===== src/rtl/dxpc_pkg.sv =====
// ----------------------------------------------------------------------------
// Distinct xy point counter package
// Shared widths, the token that travels down the cell chain, and the IEEE
// single equality used by every cell.
// ----------------------------------------------------------------------------
`default_nettype none

package dxpc_pkg;

  localparam int unsigned COORD_W        = 32;
  localparam int unsigned COUNT_W        = 9;
  localparam int unsigned COUNT_MAX      = 511;
  localparam int unsigned MAX_POINTS_DEF = 256;

  // One point on its way down the chain.
  // done:   a cell already matched or stored this point
  // stored: the point took a cell of its own
  typedef struct packed {
    logic               vld;
    logic [COORD_W-1:0] x;
    logic [COORD_W-1:0] y;
    logic               last;
    logic               done;
    logic               stored;
  } token_t;

  function automatic logic is_nan(input logic [COORD_W-1:0] v);
    return (v[30:23] == 8'hFF) && (v[22:0] != 23'd0);
  endfunction

  function automatic logic is_zero(input logic [COORD_W-1:0] v);
    return v[30:0] == 31'd0;
  endfunction

  // IEEE equality: NaN matches nothing, +0 matches -0.
  function automatic logic coord_eq(input logic [COORD_W-1:0] a,
                                    input logic [COORD_W-1:0] b);
    logic eq;
    if (is_nan(a) || is_nan(b)) begin
      eq = 1'b0;
    end else if (is_zero(a) && is_zero(b)) begin
      eq = 1'b1;
    end else begin
      eq = (a == b);
    end
    return eq;
  endfunction

endpackage

`default_nettype wire


===== src/rtl/dxpc_cell.sv =====
// ----------------------------------------------------------------------------
// Distinct xy point counter cell
// Holds one stored pair; checks the passing point against it, claims the
// cell for a new point, and frees it when the last point of a set passes.
// ----------------------------------------------------------------------------
`default_nettype none

module dxpc_cell (
  input  logic             clk_i,
  input  logic             rst_ni,
  input  logic             en_i,
  input  dxpc_pkg::token_t tok_i,
  output dxpc_pkg::token_t tok_o
);
  import dxpc_pkg::*;

  logic               key_vld_q, key_vld_d;
  logic [COORD_W-1:0] key_x_q, key_y_q;
  token_t             tok_q, tok_d;
  logic               match, take;

  always_comb begin
    match = key_vld_q && coord_eq(key_x_q, tok_i.x) && coord_eq(key_y_q, tok_i.y);
    take  = tok_i.vld && !tok_i.done && !key_vld_q;

    tok_d = tok_i;
    if (tok_i.vld && !tok_i.done && (match || take)) begin
      tok_d.done   = 1'b1;
      tok_d.stored = take;
    end

    key_vld_d = key_vld_q;
    if (take) begin
      key_vld_d = 1'b1;
    end
    // free the cell once the set is finished
    if (tok_i.vld && tok_i.last) begin
      key_vld_d = 1'b0;
    end
  end

  always_ff @(posedge clk_i or negedge rst_ni) begin
    if (!rst_ni) begin
      key_vld_q <= 1'b0;
      tok_q     <= '0;
    end else if (en_i) begin
      key_vld_q <= key_vld_d;
      tok_q     <= tok_d;
    end
  end

  always_ff @(posedge clk_i) begin
    if (en_i && take) begin
      key_x_q <= tok_i.x;
      key_y_q <= tok_i.y;
    end
  end

  assign tok_o = tok_q;

endmodule

`default_nettype wire


===== config.mk =====
export PLATFORM = sky130hd
export DESIGN_NAME = dxpc_cell
export DESIGN_NICKNAME = d
export VERILOG_FILES = /design/src/rtl/dxpc_pkg.sv /design/src/rtl/dxpc_cell.sv
export SDC_FILE = /design/constraint.sdc
export NUM_CORES = 1
export LEC_CHECK = 0
export BUFFER_PORTS_ARGS = -buffer_cell sky130_fd_sc_hd__buf_2
export CORE_ASPECT_RATIO = 0.6
export CORE_MARGIN = 2
export CORE_UTILIZATION = 48
export DETAILED_ROUTE_END_ITERATION = 16
export PLACE_DENSITY_LB_ADDON = 0.15
export SLEW_MARGIN = 20
export SYNTH_ARGS = -nofsm -noshare
export SYNTH_HDL_FRONTEND = slang
export SYNTH_SLANG_ARGS = --single-unit

===== constraint.sdc =====
create_clock -name clk_i -period 5.2 [get_ports clk_i]
set_input_delay 0.26 -clock clk_i [delete_from_list [all_inputs] [get_ports clk_i]]
set_output_delay 0.26 -clock clk_i [all_outputs]
set_load 0.02 [all_outputs]

==> results.ini, run 1 <==
[layout]
final_cell_mix=buf_2 (137), dfrtp_1 (69), mux2_2 (65), xnor2_1 (64), edfxtp_1 (64)
area_delta_synth_final_pct=28.0
fillers=888
layout_commonest_cell=buf_2
insertedDiodeCount=0
post_route_cells_drive_above_1_share_pct=45.9
final_cells=698
nets=596

[pwr]
powerDensity_mw_per_mm2=405
p_total_w=0.00292
leakage_nw=2.77
ir_drop_mv=0.254

[worst_setup_path]
crit_type=register to register
critPathMaxFanout=2
arrival_ps=2100
cpMostUsedCell=nor4_1
slowest_stage=nor4_1
r2r_start=key_x_q[17]
crit_path_max_incr_delay_ps=460
worstPathCellList=nor4_1, nand4_1, o21ai_0, o31ai_1, nor4_1, a21oi_1
worst_ep_required_time_ps=5470
cp_top_family=simple AND/OR/NAND/NOR gates
crit_path_start=key_x_q[17]
crit_path_end_kind=register
critical_path.startpoint_type=register
crit_buf_inv=0

[logic_synthesis]
yosysUniqueCellTypes=24
syn_inst=373
yosysWarningCount=0
synth_xor_area_share_pct=9.96
syn_nets=444
synth-simple-area-share_pct=9.74
seq_area_frac_synth_pct=64.8
synth_mux_area_share_pct=13.0
syn-cell-area_mm2=0.00563
synth_compound_area_share_pct=1.53
synth-seq-cells=133
synth_top_family_by_area=multiplexers
synth_fa_ha_area_share_pct=0
synth.avg_cell_area_um2=15.1

[placed_design]
place_inst=666
dp_hpwl_um=9760
pre_cts_slack_ps=3340
place.gp.congestion=0.947
port_buffers=138

[flow_run]
maxCapViolations=0

[route]
vias=3840
vias_per_cell=5.50
first_pass_iters=4
detail-route-antenna-nets=0
drc=0
post_drt_wl_per_cell_um=19.6
drt_first_iter_violations=373
routed_wl_um=13700

[run_status]
status=complete, but fails checks
failed_checks=negative hold slack

[cts]
htreeDepth=4
post_cts_buffers=0
clock_sinks=133
cts_buffers=17
hold_buffers=0
clkSlewWorstSetupHoldPaths_ps=60
clkLatencyLatePin_ps=400
cts-root-buf=clkbuf_16
clk_path_buf_depth=2
tritoncts=yes
cts_resized=0

[timing]
maxSlewViolCount=0
final_hold_viol_count=8
period_needed_ps=1830
whs_ps=-8.97
grt_setup_unrepaired=no
fmax_ghz=0.547
max_slew_margin_pct=39.3
fin_tns_setup_ps=0
post-route-period-util_pct=35.2
worst_slack_ps=3370
worst_slew_pin_slew_ps=911
fin_worst_skew_ps=9.66
setup_viol=0

[floorplan]
fp.dieW_um=144
dieArea_mm2=0.0126
ios=139
initial_utilization_pct=49.5
fp.dieH_um=87.9
core_mm2=0.0114
fp-row-count=30

[global_routing]
grt_pass1_wl_um=20900
overflow=0
antenna_found_initial=0
grt_usage_pct=22.4
grt_pass1_vias=3741
grt_max_degree=71

[min_path]
holdCritPathClass=input port to async pin

==> path summary, 6_finish.rpt <==
kind | to | slack, ps | depth (start not counted)
min reg2reg | tok_o[27] | 500 | 1
max reg2reg | tok_o[0] | 3370 | 6
min in group clk_i | key_y_q[4] | 90 | 1
max | tok_o[0] | 3370 | 6
max in group asynchronous | tok_o[0] | 4620 | 1
min | tok_o[23] | -9 | 1
==> metal layers <==
metal,up-vias,GRT usage (%),wire length [um]
li1,1737,-,-
met1,1918,36.6,7000
met2,172,29.4,5440
met3,13,5.58,1170
met4,0,5.97,102
met5,-,0,0
==> final cells by class <==
type                            count  area, um^2  share of cell area [%]
Multi-Input combinational cell    229        1940                    26.9
Clock inverter                     10         190                    2.64
Tap cell                          160         200                    2.78
Timing Repair Buffer              141         716                    9.94
Sequential cell                   133        3650                    50.7
Inverter                            3        11.3                   0.156
Clock buffer                       22         495                    6.88
==> cells in the mapped netlist <==
cell type | instances | area [um^2]
nor4_2 | 8 | 100
nand3_1 | 1 | 5.00
a31oi_1 | 1 | 6.26
dfrtp_1 | 69 | 1730
nand2_1 | 6 | 22.5
a21oi_2 | 1 | 8.76
nand4_1 | 31 | 194
o31ai_1 | 2 | 15.0
nor3_1 | 7 | 35.0
o22ai_1 | 1 | 6.26
nor2b_1 | 1 | 6.26
nor2_1 | 6 | 22.5
buf_2 | 8 | 40.0
edfxtp_1 | 64 | 1920
a21oi_1 | 2 | 10.0
xnor2_1 | 64 | 561
o21ai_0 | 4 | 20.0
a22oi_1 | 1 | 7.51
nor4_1 | 25 | 156
o21ai_1 | 1 | 5.00
mux2_2 | 65 | 732
inv_1 | 3 | 11.3
a21o_1 | 1 | 7.51
nand2b_1 | 1 | 6.26
==> sequential cells by signal, indices dropped and copies added, names as in the netlist <==
name and cells:
key_vld_q 1, key_x_q 32, key_y_q 32, tok_o 68
==> where the power goes <==
| group | switching (W) | total (W) | internal (W) |
|---|---|---|---|
| Sequential | 0.0000373 | 0.00121 | 0.00118 |
| Clock | 0.000444 | 0.00137 | 0.000924 |
| Combinational | 0.000201 | 0.000335 | 0.000133 |
| Total | 0.000683 | 0.00292 | 0.00223 |
==> cell families after synthesis <==
kind of cell | count (synthesis)
flops | 133
buf+inv | 11
mux | 65
xor+xnor | 64
compound gates | 14
simple gates | 86
==> through the flow <==
step,utilization [%],cell area (um^2)
floorplan,-,5630
global placement,57.3,6510
detailed placement,57.3,6510
CTS,63.3,7200
global route,63.3,7200
finish,63.3,7200
(Power assumes the default switching activity.)
==> inputs of run 2 (changes only) <==
==> constraint.sdc (replaced) <==
create_clock -name clk_i -period 1.55 [get_ports clk_i]
set_input_delay 0.0775 -clock clk_i [delete_from_list [all_inputs] [get_ports clk_i]]
set_output_delay 0.0775 -clock clk_i [all_outputs]
set_load 0.02 [all_outputs]
==> run 2 against run 1 <==
- the flow finishes with violations (negative setup slack)
- sequential power rose to 3.4 times the previous value
- utilization is 6.7 points higher
- via count up 10%
- cell count rose by 11%
- final area increased by 11%
- critical path type unchanged
- largest cell class unchanged
- largest power group unchanged
==> results.ini, run 2 (synthesized netlist as in run 1, its figures left out) <==
[run_status]
status=complete, but fails checks
failed_checks=negative setup slack

[timing]
fin_worst_skew_ps=10.7
maxSlewViolCount=0
worst_slack_ps=-297
period_needed_ps=1850
final_hold_viol_count=0
fin_tns_setup_ps=-593
max_slew_margin_pct=67.3
post-route-period-util_pct=119
fmax_ghz=0.541
grt_setup_unrepaired=yes
worst_slew_pin_slew_ps=491
setup_viol=2

[worst_setup_path]
crit_path_max_incr_delay_ps=460
critPathMaxFanout=2
crit_type=register to register
cp_top_family=simple AND/OR/NAND/NOR gates
worstPathCellList=nor4_4, nand4_1, buf_4, nor3_2, a22oi_1, a21oi_2, a21o_1
critical_path.startpoint_type=register
crit_path_end_kind=register
slowest_stage=edfxtp_1
crit_buf_inv=1
worst_ep_required_time_ps=1900
arrival_ps=2190

[route]
vias_per_cell=5.45
post_drt_wl_per_cell_um=19.3
drc=0
dr_wl_met2_um=6410
detail-route-antenna-nets=0
wl_met3_um=1110
first_pass_iters=4
vias=4224
top_layer_used=met4
drt_first_iter_violations=303
routed_wl_um=15000
m1WireLength_um=7310

[layout]
nets=673
final_cell_mix=buf_2 (137), dfrtp_1 (69), dlygate4sd3_1 (67), mux2_2 (65), edfxtp_1 (64)
fillers=850
final_area_mm2=0.00797
post_route_cells_drive_above_1_share_pct=43.4
insertedDiodeCount=0
final_util_pct=70.0
layout_commonest_cell=buf_2
largest_reg_flops=68
multi_input_area_mm2=0.00201
regArea_mm2=0.00365
area_delta_synth_final_pct=41.6

[floorplan]
ios=139
fp.dieH_um=87.9
dieArea_mm2=0.0126
initial_utilization_pct=49.5
fp-row-count=30
core_mm2=0.0114
fp.dieW_um=144

[placed_design]
placed_area_mm2=0.00660
port_buffers=138
dp_hpwl_um=9920
place.gp.congestion=0.906

[cts]
cts_buffers=17
clock_sinks=133
clk_path_buf_depth=2
htreeDepth=4
tritoncts=yes
clkLatencyLatePin_ps=420
clkSlewWorstSetupHoldPaths_ps=60
cts-root-buf=clkbuf_16

[pwr]
p_total_w=0.00949
powerDensity_mw_per_mm2=1190
ir_drop_mv=0.915
leakage_nw=3.09

[min_path]
holdCritPathClass=input port to register

[global_routing]
grt_max_degree=71
overflow=0
grt_pass1_vias=4161
grt_usage_pct=24.8
grt_pass1_wl_um=22800
antenna_found_initial=0

[flow_run]
maxCapViolations=0

run 2: changes by cell type in the layout (fill, tap and decap cells not counted), moves of 3 or more:
| cell | previous run | this run |
|---|---|---|
| nor4_1 | 25 | 20 |
| xnor2_1 | 64 | 61 |
| dlygate4sd3_1 | 0 | 67 |
| bufinv_16 | 5 | 2 |
| clkinv_2 | 1 | 4 |
| xnor2_2 | 0 | 3 |
| nor4_2 | 8 | 12 |
| buf_4 | 4 | 12 |
run 2: tightest hold or removal path, stage by stage:
cell and delay [ps]:
buf_2 90, nand2b_1 90, o22ai_1 80, a21oi_1 110
run 2: repair_timing:
item	CTS	global route
cloned	0	0
hold endpoints to repair	163	0
buffers inserted	0	2
gates resized for setup	0	10
pin swaps	4	1
setup endpoints to repair	2	2
hold buffers	67	0
run 2: area by class of cell:
class | instances | share of cell area [%]
clock buffers | 21 | 6.17
multi-input cells | 229 | 25.2
flip-flops and latches | 133 | 45.8
well taps | 160 | 2.51
repair buffers | 218 | 18.7
inverters | 3 | 0.141
clock inverters | 11 | 1.54
run 2: per-layer routing:
layer  track usage (%)  vias up
met3              7.05       14
li1                  -     1896
met4              7.40        0
met2              34.6      177
met1              37.7     2137
met5                 0        -
run 2: power breakdown:
group	switching, W	internal [W]
logic	0.000714	0.000582
registers	0.000132	0.00395
clock network	0.00153	0.00259
total	0.00237	0.00712
run 2: through the flow:
stage	setup WS [ps]	cells	hold WS [ps]
after floorplan	-902	373	-218
after global placement	-170	674	64.6
after detailed placement	-143	674	72.9
after CTS	-142	773	50.2
after global routing	-386	775	103
final	-297	775	69.2
run 2: path summary, 6_finish.rpt:
| check | start | to | slack [ps] | cells after the start |
|---|---|---|---|---|
| setup / recovery | key_y_q[21] | tok_o[1] | -300 | 7 |
| hold / removal | tok_i[0] | tok_o[0] | 70 | 4 |
| setup reg to reg | key_y_q[21] | tok_o[1] | -300 | 7 |
| hold reg to reg | tok_o[29] | tok_o[29] | 500 | 1 |
| max in group asynchronous | rst_ni | tok_o[41] | 760 | 3 |
| min in group asynchronous | rst_ni | tok_o[18] | 160 | 2 |
