$ cat src/rtl/dxpc_pkg.sv
// ----------------------------------------------------------------------------
// Distinct xy point counter package
// Shared widths, the token that travels down the cell chain, and the IEEE
// single equality used by every cell.
// ----------------------------------------------------------------------------
`default_nettype none

package dxpc_pkg;

  localparam int unsigned COORD_W        = 32;
  localparam int unsigned COUNT_W        = 9;
  localparam int unsigned COUNT_MAX      = 511;
  localparam int unsigned MAX_POINTS_DEF = 256;

  // One point on its way down the chain.
  // done:   a cell already matched or stored this point
  // stored: the point took a cell of its own
  typedef struct packed {
    logic               vld;
    logic [COORD_W-1:0] x;
    logic [COORD_W-1:0] y;
    logic               last;
    logic               done;
    logic               stored;
  } token_t;

  function automatic logic is_nan(input logic [COORD_W-1:0] v);
    return (v[30:23] == 8'hFF) && (v[22:0] != 23'd0);
  endfunction

  function automatic logic is_zero(input logic [COORD_W-1:0] v);
    return v[30:0] == 31'd0;
  endfunction

  // IEEE equality: NaN matches nothing, +0 matches -0.
  function automatic logic coord_eq(input logic [COORD_W-1:0] a,
                                    input logic [COORD_W-1:0] b);
    logic eq;
    if (is_nan(a) || is_nan(b)) begin
      eq = 1'b0;
    end else if (is_zero(a) && is_zero(b)) begin
      eq = 1'b1;
    end else begin
      eq = (a == b);
    end
    return eq;
  endfunction

endpackage

`default_nettype wire

$ cat src/rtl/dxpc_tally.sv
// ----------------------------------------------------------------------------
// Distinct xy point counter tally
// Counts points that took a cell, flags points that found the chain full,
// and holds the result of a finished set in the output register.
// ----------------------------------------------------------------------------
`default_nettype none

module dxpc_tally #(
  parameter int unsigned MAX_POINTS = dxpc_pkg::MAX_POINTS_DEF
) (
  input  logic                         clk_i,
  input  logic                         rst_ni,
  input  dxpc_pkg::token_t             tok_i,
  input  logic                         out_ready_i,
  output logic                         en_o,
  output logic                         out_valid_o,
  output logic [dxpc_pkg::COUNT_W-1:0] distinct_count_o,
  output logic                         table_overflow_o
);
  import dxpc_pkg::*;

  localparam int unsigned CW = $clog2(MAX_POINTS + 1);

  logic [CW-1:0]      cnt_q, cnt_d;
  logic               ovf_q, ovf_d;
  logic               out_valid_q;
  logic [COUNT_W-1:0] count_q, cnt_sat;
  logic               ovf_out_q;
  logic [31:0]        cnt_ext;
  logic               en;

  // advance the chain whenever the result slot is free or being drained
  assign en = !out_valid_q || out_ready_i;

  always_comb begin
    cnt_d = cnt_q + {{(CW-1){1'b0}}, tok_i.stored};
    ovf_d = ovf_q || !tok_i.done;
    cnt_ext = 32'(cnt_d);
    cnt_sat = (cnt_ext > 32'(COUNT_MAX)) ? COUNT_W'(COUNT_MAX) : cnt_ext[COUNT_W-1:0];
  end

  always_ff @(posedge clk_i or negedge rst_ni) begin
    if (!rst_ni) begin
      cnt_q       <= '0;
      ovf_q       <= 1'b0;
      out_valid_q <= 1'b0;
    end else begin
      if (en && tok_i.vld) begin
        if (tok_i.last) begin
          cnt_q       <= '0;
          ovf_q       <= 1'b0;
          out_valid_q <= 1'b1;
        end else begin
          cnt_q       <= cnt_d;
          ovf_q       <= ovf_d;
          out_valid_q <= 1'b0;
        end
      end else if (out_ready_i) begin
        out_valid_q <= 1'b0;
      end
    end
  end

  always_ff @(posedge clk_i) begin
    if (en && tok_i.vld && tok_i.last) begin
      count_q   <= cnt_sat;
      ovf_out_q <= ovf_d;
    end
  end

  assign en_o             = en;
  assign out_valid_o      = out_valid_q;
  assign distinct_count_o = count_q;
  assign table_overflow_o = ovf_out_q;

`ifndef ASSERT_OFF
  a_cnt_bound : assert property (@(posedge clk_i) disable iff (!rst_ni)
    cnt_q <= CW'(MAX_POINTS))
    else $error("tally count beyond chain length");

  a_ovf_full : assert property (@(posedge clk_i) disable iff (!rst_ni)
    ovf_q |-> (cnt_q == CW'(MAX_POINTS)))
    else $error("overflow flagged while chain not full");

  a_last_result : assert property (@(posedge clk_i) disable iff (!rst_ni)
    (en && tok_i.vld && tok_i.last) |=> out_valid_q)
    else $error("last point left the chain without a result");
`endif

endmodule

`default_nettype wire

$ cat config.mk
export PLATFORM = sky130hd
export DESIGN_NAME = dxpc_tally
export DESIGN_NICKNAME = d
export VERILOG_FILES = /design/src/rtl/dxpc_pkg.sv /design/src/rtl/dxpc_tally.sv
export SDC_FILE = /design/constraint.sdc
export NUM_CORES = 1
export LEC_CHECK = 0
export BUFFER_PORTS_ARGS = -buffer_cell sky130_fd_sc_hd__buf_2
export CORE_MARGIN = 2
export CORE_UTILIZATION = 39
export CTS_BUF_LIST = sky130_fd_sc_hd__clkbuf_4 sky130_fd_sc_hd__clkbuf_8 sky130_fd_sc_hd__clkbuf_16
export CTS_CLUSTER_SIZE = 10
export DETAILED_ROUTE_END_ITERATION = 16
export GPL_TIMING_DRIVEN = 0
export PLACE_DENSITY = 0.88
export SLEW_MARGIN = 25
export SYNTH_ARGS = -nofsm -noshare
export SYNTH_HDL_FRONTEND = slang
export SYNTH_SLANG_ARGS = --single-unit
export TNS_END_PERCENT = 10
$ cat constraint.sdc
create_clock -name clk_i -period 4.1 [get_ports clk_i]
set_input_delay 0 -clock clk_i [delete_from_list [all_inputs] [get_ports clk_i]]
set_output_delay 0 -clock clk_i [all_outputs]
set_load 0.005 [all_outputs]
==> results.md, run 1 <==
* WP data required at 4300 ps
* Chip Height at about 53 um
* Most frequent cells in the layout: buf_2, dfrtp_1, edfxtp_1
* Post-synth cell types at 22
* Sequential share of the synthesized area at 0.617
* RD Place Congestion at about 0.80
* Startpoint class of the critical path: flop
* Worst Tran Pin Value at 455 ps
* DRC violations left at 0
* Syn Area/Cell at between 10 and 15 um2
* Post-DR vias/cell at a little over 5
* Reg2reg setup slack at about 2600 ps
* Insertion delay to the later sink of the worst-skew pair at approximately 300 ps
* CP peak stage delay at 370 ps
* Max-Cap Viols at 0
* First-pass GRT wire length at 2.65 mm
* Mapped Nets at 149
* Kind of critical path: reg2reg
* Core Region at 2230 um2
* Met2 layer wire length in the routed design at about 780 um
* Synthesized flop and latch total at 21
* YS warnings at 0
* Setup crit end kind: flop
* CP dominant cell by count: ha_1
* Share of layout cells above drive strength 1 at 0.238
* Family with the most delay on the worst path: adder cells
* End of the worst register-to-register path: cnt_q[4]
* Starting density of the core at 0.417
* Post-CTS Hold Fix Bufs at 3
* Worst Reg-to-Reg Cells at 5
* Mapped cell area at approximately 930 um2
* Relative slew slack at 0.696
* Met1 WL at approximately 680 um
* Postcts setup bufs at 0
* DR WL met3 at 63 um
* Avg WL per Cell at around 12 um
* CTS tree: done
* Maximum vdd ir drop at approximately 130 uV
* LEAKAGE at about 0.48 nW
* Area grow syn2layout at 19.6%
* DRT Wirelength at approximately 1.6 mm
* Most common cell after layout, fill and taps aside: buf_2
* Uppermost layer routed: met4
* Worst Clk Skew at between 10 and 15 ps
* Initial antenna violation count at 0
* Outcome: completed
* Die width at around 53 um
* Largest net degree at the start of global routing at 13
* PwrDens at ~350 nW/um2
* # port buffers at 18
* Max Freq at 656 MHz
* Die footprint at 2800 um2
* CTS buffer count at 3
* Sum Neg Setup Slack at 0 ps
* DRT iter0 DRCs at 14
* Router iterations before antenna repair at 4
* WHS Endpoint: distinct_count_o[0]
* # setup viols final at 0
* Tcrit/Tclk final at 0.372
* Final hold vios at 0
* Hold Crit Depth at 2
* Reg2reg start: cnt_q[0]
* Critical Path, Cell by Cell: ha_1 -> ha_1 -> nand3_1 -> xnor2_1 -> a22o_1
* Vias in the first global route at 624
* Hold Slack at about 34 ps
* Root buf cell: clkbuf_4
* Max clock buf depth at 2
* Hold Crit Class: in2reg
* Clock Pin Slew Worst Setup and Hold Paths at 120 ps
* DR vias at ~670
* Number of buffers and inverters on the critical path at 0
* Min cycle time layout at around 1500 ps
* Number of diodes at 0
* GRT Util Overall at 0.129
* Nets at roughly 180
* Detail Route Antenna Nets at 0
* Crit path max-delay cell type: dfrtp_1
* Min-delay src: tok_i[0]
* RSZ-0062 raised after global routing: false
* Site Rows at 17
* Num ports at slightly above 80
* Total gr overflow at 0
* Final max-slew violation count at 0
* H-tree levels at 1
* Post-Syn Instances at 76
* Cts repair resizes at 0
* Worst-path maximum fanout at 6
* WP data arrival at around 1700 ps
* DP HPWL at approximately 1.2 mm
* CTS sink count at 21
-- metrics by stage --
| step | area, um2 | setup slack [ps] | power [mW] | std cells | util |
|---|---|---|---|---|---|
| 2_1_floorplan | 932 | 2710 | 0.273 | 76 | - |
| 3_3_place_gp | 1060 | 2620 | 0.289 | 122 | 0.473 |
| 3_5_place_dp | 1060 | 2580 | 0.292 | 122 | 0.473 |
| 4_1_cts | 1110 | 2570 | 0.387 | 129 | 0.499 |
| 5_1_grt | 1110 | 2450 | 0.403 | 129 | 0.499 |
| 6_report | 1110 | 2570 | 0.386 | 129 | 0.499 |
-- registers in the layout (all words and copies together), names as in the netlist --
signal	count
cnt_q	9
distinct_count_o	9
out_valid_o	1
ovf_q	1
table_overflow_o	1
-- how the worst max path moves through the flow --
stage               cells past startpoint     start  endpoint  slack [ps]
global route                            5  cnt_q[0]  cnt_q[4]        2450
finish                                  5  cnt_q[0]  cnt_q[4]        2570
global placement                        5  cnt_q[0]  cnt_q[4]        2620
CTS                                     5  cnt_q[0]  cnt_q[4]        2570
floorplan                               5  cnt_q[2]  cnt_q[7]        2710
detailed placement                      5  cnt_q[0]  cnt_q[4]        2580
-- cells by family (layout without fill, tap and decap cells) --
family / Yosys count / in the layout / synth area share
adders and majority gates: 2 / 2 / 0.0268
buffers and inverters: 4 / 29 / 0.0242
AOI/OAI and AO/OA: 16 / 16 / 0.113
xor gates and xnor gates: 7 / 7 / 0.0658
DFF: 21 / 21 / 0.617
and+or+nand+nor: 26 / 26 / 0.153
-- cell usage after synthesis (all sizes together) --
cell type,number,area (um2)
nand3,6,42.5
nand2,9,33.8
or4,1,7.51
a22o,2,17.5
ha,2,25.0
inv,1,3.75
clkbuf,2,7.51
buf,1,11.3
o31ai,3,22.5
a31oi,3,18.8
o21ai,6,30.0
nand3b,1,7.51
nor2,2,7.51
xnor2,6,52.6
a21boi,1,7.51
dfrtp,11,275
xor2,1,8.76
edfxtp,10,300
and3,3,18.8
nand2b,4,25.0
o311ai,1,8.76
-- power breakdown --
part	switching, mW	internal, mW
combinational	0.0254	0.0199
clock	0.0611	0.0363
sequential	0.00768	0.236
-- per-layer routing --
layer,global-route usage,up-vias
met5,0,-
met4,0.0513,0
met3,0.0169,2
met2,0.235,15
met1,0.153,323
li1,-,327
-- worst register-to-register path, delay by kind of cell, from the launching register on --
| kind | cells | cell delay [ps] |
|---|---|---|
| flops | 1 | 370 |
| simple gates | 1 | 120 |
| xor+xnor | 1 | 160 |
| fa+ha+maj | 2 | 580 |
| compound gates | 1 | 210 |
-- area by class of cell --
class	count	area, um2
Timing Repair Buffer	21	120
Fill cell	201	1120
Tap cell	28	35.0
Inverter	1	3.75
Buffer	3	18.8
Multi-Input combinational cell	51	334
Clock buffer	3	22.5
Sequential cell	21	576
Clock inverter	1	5.00
No activity file was read; power rests on OpenSTA's default activity.
==> run 2: changes to the inputs <==
--- a/config.mk
+++ b/config.mk
@@ -7,12 +7,12 @@
 export LEC_CHECK = 0
 export BUFFER_PORTS_ARGS = -buffer_cell sky130_fd_sc_hd__buf_2
 export CORE_MARGIN = 2
-export CORE_UTILIZATION = 39
+export CORE_UTILIZATION = 33
 export CTS_BUF_LIST = sky130_fd_sc_hd__clkbuf_4 sky130_fd_sc_hd__clkbuf_8 sky130_fd_sc_hd__clkbuf_16
 export CTS_CLUSTER_SIZE = 10
 export DETAILED_ROUTE_END_ITERATION = 16
 export GPL_TIMING_DRIVEN = 0
-export PLACE_DENSITY = 0.88
+export PLACE_DENSITY = 0.8
 export SLEW_MARGIN = 25
 export SYNTH_ARGS = -nofsm -noshare
 export SYNTH_HDL_FRONTEND = slang
==> constraint.sdc (replaced) <==
create_clock -name clk_i -period 1.35 [get_ports clk_i]
set_input_delay 0 -clock clk_i [delete_from_list [all_inputs] [get_ports clk_i]]
set_output_delay 0 -clock clk_i [all_outputs]
set_load 0.005 [all_outputs]
==> results.md, run 2 (same netlist as run 1, synthesis figures left out) <==
* Detail Route Antenna Nets at 0 (unchanged)
* NetSw at 0.306 mW (+220%)
* Most frequent cells in the layout: buf_2, dfrtp_1, buf_4
* DRC violations left at 0 (unchanged)
* Site Rows at 19 (+2)
* Tot Pwr at 1.24 mW (+220%)
* Sum Neg Setup Slack at -80.9 ps (-80.9 ps)
* CTS tree: done
* Area grow syn2layout at 33.4%
* Post-DR vias/cell at 4.90 (-5.2%)
* Initial antenna violation count at 0 (unchanged)
* Tcrit/Tclk final at 1.03 (+0.659)
* Num ports at 83 (unchanged)
* Avg WL per Cell at 13.0 um (+8.2%)
* GRT Util Overall at 0.116 (-0.0136)
* Min cycle time layout at 1390 ps (-134 ps)
* Startpoint class of the critical path: flop
* CP peak stage delay at 520 ps (+150 ps)
* Min-delay src: out_ready_i
* Clock Pin Slew Worst Setup and Hold Paths at 120 ps (about the same)
* Max Freq at 719 MHz (+9.6%)
* Vias in the first global route at 690 (+11%)
* LEAKAGE at 0.534 nW (+12%)
* First-pass GRT wire length at 2.97 mm (+12%)
* Internal Power at 0.936 mW (+220%)
* DRT iter0 DRCs at 7 (-7)
* Final core occ at 0.459 (-0.0403)
* Max-Cap Viols at 0 (unchanged)
* Die width at 57.1 um (+8.0%)
* CTS buffer count at 3 (unchanged)
* Worst Tran Pin Value at 430 ps (-25.2 ps)
* Hold Slack at -12.2 ps (-46.2 ps)
* WP data arrival at 1610 ps (-120 ps)
* DR vias at 696 (+4.3%)
* Max clock buf depth at 2 (unchanged)
* DP Area at 1060 um2 (+0.36%)
* Starting density of the core at 0.344 (-0.0734)
* Final max-slew violation count at 0 (unchanged)
* Nets at 185 (+5.7%)
* Router iterations before antenna repair at 4 (unchanged)
* CTS sink count at 21 (unchanged)
* Crit path max-delay cell type: or4_4
* Hold Crit Class: in2reg
* Die footprint at 3270 um2 (+17%)
* # port buffers at 18 (unchanged)
* RD Place Congestion at 0.801 (-0.25%)
* Critical Path, Cell by Cell: ha_4 -> nand3_4 -> or4_4 -> o311ai_2
* Sequential Power Share at 0.602 (-0.029)
* Filler cell count in the final layout at 263 (+31%)
* Most common cell after layout, fill and taps aside: buf_2
* Maximum vdd ir drop at 492 uV (+290%)
* H-tree levels at 1 (unchanged)
* Design area at 1240 um2 (+12%)
* Combinational Power Share at 0.138 (+0.021)
* Clk pwr share at 0.260 (+0.008)
* Kind of critical path: reg2reg
* Share of layout cells above drive strength 1 at 0.378 (+0.141)
* Worst-path maximum fanout at 4 (-2)
* # setup viols final at 2 (+2)
* WP data required at 1570 ps (-2730 ps)
* Number of diodes at 0 (unchanged)
* Failing checks: hold timing, setup timing
* Insertion delay to the later sink of the worst-skew pair at 300 ps (about the same)
* Relative slew slack at 0.713 (+0.0168)
* Setup crit end kind: flop
* Root buf cell: clkbuf_4
* Final hold vios at 1 (+1)
* PwrDens at 998 nW/um2 (+190%)
* Final worst setup slack at -41.4 ps (-2620 ps)
* DP HPWL at 1.25 mm (+7.0%)
* Largest net degree at the start of global routing at 12 (-1)
* DRT Wirelength at 1.85 mm (+19%)
* Worst Clk Skew at 12.3 ps (-0.947 ps)
* Outcome: complete, but fails checks
* RSZ-0062 raised after global routing: true
* Switching share of power at 0.246 (+0.00224)
* Setup crit start: cnt_q[0]
* Reg2reg start: cnt_q[0]
* Total gr overflow at 0 (unchanged)
* Core Region at 2710 um2 (+21%)
* Chip Height at 57.1 um (+8.0%)
==> run 2: critical path: cells and delay by family (launching register included) <==
kind	cells	cell delay [ps]
AOI/OAI and AO/OA	1	70
DFF	1	420
adders and majority gates	1	190
and+or+nand+nor	2	610
==> run 2: power by group through the flow <==
stage          clock network (mW)  logic (mW)  registers [mW]
2_1_floorplan                   0      0.0778           0.752
3_3_place_gp                    0       0.129           0.752
3_5_place_dp                    0       0.134           0.756
4_1_cts                     0.322       0.156           0.745
5_1_grt                     0.352       0.193           0.753
6_report                    0.323       0.171           0.747
==> run 2: per-stage QoR <==
| step | std cells | worst slack [ps] |
|---|---|---|
| 2_1_floorplan | 76 | -33.2 |
| 3_3_place_gp | 125 | -130 |
| 3_5_place_dp | 125 | -224 |
| 4_1_cts | 135 | -60.6 |
| 5_1_grt | 142 | -87.9 |
| 6_report | 142 | -41.4 |
==> run 2: path summary, 6_finish.rpt <==
check,end,slack (ps),cells past startpoint
max,cnt_q[7],-40,4
max in group asynchronous,cnt_q[4],1050,2
min,out_valid_o,-10,3
min reg2reg,cnt_q[8],520,1
min in group asynchronous,cnt_q[7],80,2
max reg2reg,cnt_q[7],-40,4
==> run 2: area by class of cell <==
type	instances	area (um2)	area share
sequential	21	576	0.463
multi-input combinational	51	384	0.309
timing repair buffer	32	203	0.163
tap	31	38.8	0.0312
clock buffer	4	30.0	0.0241
buffer	2	8.76	0.00704
inverter	1	3.75	0.00302
==> run 2: routing by layer <==
| metal | up-vias | track usage | share of wire |
|---|---|---|---|
| met1 | 331 | 0.146 | 0.47 |
| met4 | 0 | 0.0299 | 0.0076 |
| met2 | 16 | 0.205 | 0.48 |
| li1 | 347 | - | - |
| met3 | 2 | 0.0204 | 0.041 |
| met5 | - | 0 | 0 |
==> run 2: what timing repair did <==
item                                    4_1_cts  5_1_grt
buffers inserted                              3        8
endpoints found under the hold margin        14        0
pin swaps                                     0        5
endpoints found under the setup margin       19        6
hold buffers                                  3        0
gates resized for setup                       6        5
==> run 3: changes to the inputs <==
--- a/config.mk
+++ b/config.mk
@@ -12,7 +12,7 @@
 export CTS_CLUSTER_SIZE = 10
 export DETAILED_ROUTE_END_ITERATION = 16
 export GPL_TIMING_DRIVEN = 0
-export PLACE_DENSITY = 0.8
+export PLACE_DENSITY = 0.75
 export SLEW_MARGIN = 25
 export SYNTH_ARGS = -nofsm -noshare
 export SYNTH_HDL_FRONTEND = slang
==> results.md, run 3 (same netlist as run 1, synthesis figures left out) <==
* GRT Util Overall at 0.121 (+0.00500)
* Nets at 179 (-3.2%)
* Vias in the first global route at 679 (-1.6%)
* Startpoint class of the critical path: flop
* Clock Pin Slew Worst Setup and Hold Paths at 110 ps (about the same)
* H-tree levels at 1 (unchanged)
* CTS sink count at 21 (unchanged)
* Tot Pwr at 1.23 mW (-1.2%)
* Reg2reg start: cnt_q[0]
* Final hold vios at 1 (unchanged)
* Area grow syn2layout at 28.7%
* Starting density of the core at 0.344 (unchanged)
* Initial antenna violation count at 0 (unchanged)
* Worst Clk Skew at 2.28 ps (-10.1 ps)
* Area of the multi-input gates at 385 um2 (+0.33%)
* Reg2reg setup slack at -40 ps (about the same)
* CP peak stage delay at 520 ps (about the same)
* Core Region at 2710 um2 (unchanged)
* Chip Height at 57.1 um (unchanged)
* Max-Cap Viols at 0 (unchanged)
* Internal Power at 0.930 mW (-0.61%)
* DRC violations left at 0 (unchanged)
* Detail Route Antenna Nets at 0 (unchanged)
* Root buf cell: clkbuf_4
* Die footprint at 3270 um2 (unchanged)
* Max clock buf depth at 2 (unchanged)
* Relative slew slack at 0.729 (+0.0158)
* Sequential Power Share at 0.608 (+0.006)
* DRT Wirelength at 1.85 mm (+0.16%)
* Post-DR vias/cell at 5.18 (+5.6%)
* LEAKAGE at 0.502 nW (-6.1%)
* CP endpoint: cnt_q[7]
* Min cycle time layout at 1390 ps (+1.97 ps)
* Max Freq at 718 MHz (-0.14%)
* CTS tree: done
* Failing checks: hold timing, setup timing
* Hold Crit Class: in2reg
* End of the worst register-to-register path: cnt_q[7]
* Insertion delay to the later sink of the worst-skew pair at 300 ps (about the same)
* Critical Path, Cell by Cell: ha_4 -> nand3_4 -> or4_1 -> o311ai_1
* Largest net degree at the start of global routing at 12 (unchanged)
* Crit path max-delay cell type: or4_1
* Most common cell after layout, fill and taps aside: buf_2
* Number of diodes at 0 (unchanged)
* DP HPWL at 1.26 mm (+1.0%)
* Total gr overflow at 0 (unchanged)
* Worst-path maximum fanout at 4 (unchanged)
* Site Rows at 19 (unchanged)
* CTS buffer count at 3 (unchanged)
* First-pass GRT wire length at 2.93 mm (-1.4%)
* # setup viols final at 2 (unchanged)
* WP data required at 1550 ps (-20 ps)
* DRT iter0 DRCs at 8 (+1)
* PwrDens at 1020 nW/um2 (+2.4%)
* Filler cell count in the final layout at 271 (+3.0%)
* Most frequent cells in the layout: buf_2, dfrtp_1, edfxtp_1
* # port buffers at 18 (unchanged)
* Worst Reg-to-Reg Cells at 4 (unchanged)
* Share of layout cells above drive strength 1 at 0.343 (-0.0355)
* DR vias at 704 (+1.1%)
* Setup crit start: cnt_q[0]
* Placed cells at 125 (unchanged)
* WP data arrival at 1600 ps (about the same)
* Register area at 576 um2 (unchanged)
* Router iterations before antenna repair at 4 (unchanged)
* Final max-slew violation count at 0 (unchanged)
* Tcrit/Tclk final at 1.03 (+0.00146)
* Die width at 57.1 um (unchanged)
* Worst Tran Pin Value at 407 ps (-23.7 ps)
* Switching share of power at 0.242 (-0.00452)
* Clk pwr share at 0.257 (-0.003)
* Fin cells at 136 (-4.2%)
* Maximum vdd ir drop at 461 uV (-6.4%)
* Outcome: complete, but fails checks
* Avg WL per Cell at 13.6 um (+4.6%)
* Final worst setup slack at -43.4 ps (-1.97 ps)
* Combinational Power Share at 0.135 (-0.003)
* Setup crit end kind: flop
* Num ports at 83 (unchanged)
* RD Place Congestion at 0.817 (+2.0%)
* RSZ-0062 raised after global routing: true
* Kind of critical path: reg2reg
* NetSw at 0.296 mW (-3.0%)
* Hold Slack at -18.0 ps (-5.72 ps)
run 3: changes by cell type in the layout (fill, tap and decap cells not counted), sizes merged:
cell    before  now
buf         30   23
clkbuf       5    6
run 3: timing repair:
item | 4_1_cts | 5_1_grt
pin swaps | 1 | 2
endpoints found under the hold margin | 15 | 0
hold buffers | 3 | 0
gates cloned | 0 | 0
gates resized for setup | 7 | 5
setup endpoints to repair | 20 | 8
setup buffers | 3 | 2
run 3: worst min path at each step:
stage / start / end / slack, ps / cells past startpoint
after detailed placement: rst_ni / cnt_q[7] / -110 / 1
after floorplan: rst_ni / cnt_q[0] / -300 / 0
after global routing: out_ready_i / out_valid_o / -0.9 / 3
after global placement: rst_ni / cnt_q[6] / -120 / 1
after CTS: tok_i[0] / distinct_count_o[0] / 30 / 2
final: out_ready_i / out_valid_o / -20 / 3
run 3: cell type report:
cell class | count | share of cell area
Inverter | 1 | 0.00313
Timing Repair Buffer | 26 | 0.131
Tap cell | 31 | 0.0323
Sequential cell | 21 | 0.480
Multi-Input combinational cell | 51 | 0.321
Buffer | 2 | 0.00730
Clock buffer | 4 | 0.0250
run 3: critical path: cells and delay by family (launching register included):
family	cells	cell delay [ps]
AOI/OAI and AO/OA	1	90
DFF	1	410
adders and majority gates	1	190
and+or+nand+nor	2	620
run 3: per-stage QoR:
step | util | hold WS (ps) | setup TNS [ps] | instance area, um2 | setup slack (ps)
2_1_floorplan | - | -296 | -56.5 | 932 | -33.2
3_3_place_gp | 0.392 | -118 | -796 | 1060 | -135
3_5_place_dp | 0.392 | -111 | -1770 | 1060 | -200
4_1_cts | 0.435 | 26.4 | -81.4 | 1180 | -78.2
5_1_grt | 0.443 | -0.880 | -197 | 1200 | -89.8
6_report | 0.443 | -18.0 | -60.5 | 1200 | -43.4
run 3: layer usage:
layer | GRT usage | up-vias | routed length (um)
li1 | - | 335 | -
met4 | 0.0797 | 0 | 57
met5 | 0 | - | 0
met2 | 0.187 | 24 | 929
met1 | 0.144 | 337 | 764
met3 | 0.0385 | 8 | 98
run 3: power by group through the flow:
| stage | combinational (mW) | sequential [mW] | clock [mW] |
|---|---|---|---|
| 6_report | 0.166 | 0.745 | 0.315 |
| 3_3_place_gp | 0.131 | 0.752 | 0 |
| 2_1_floorplan | 0.0778 | 0.752 | 0 |
| 5_1_grt | 0.184 | 0.750 | 0.352 |
| 3_5_place_dp | 0.138 | 0.754 | 0 |
| 4_1_cts | 0.164 | 0.744 | 0.331 |
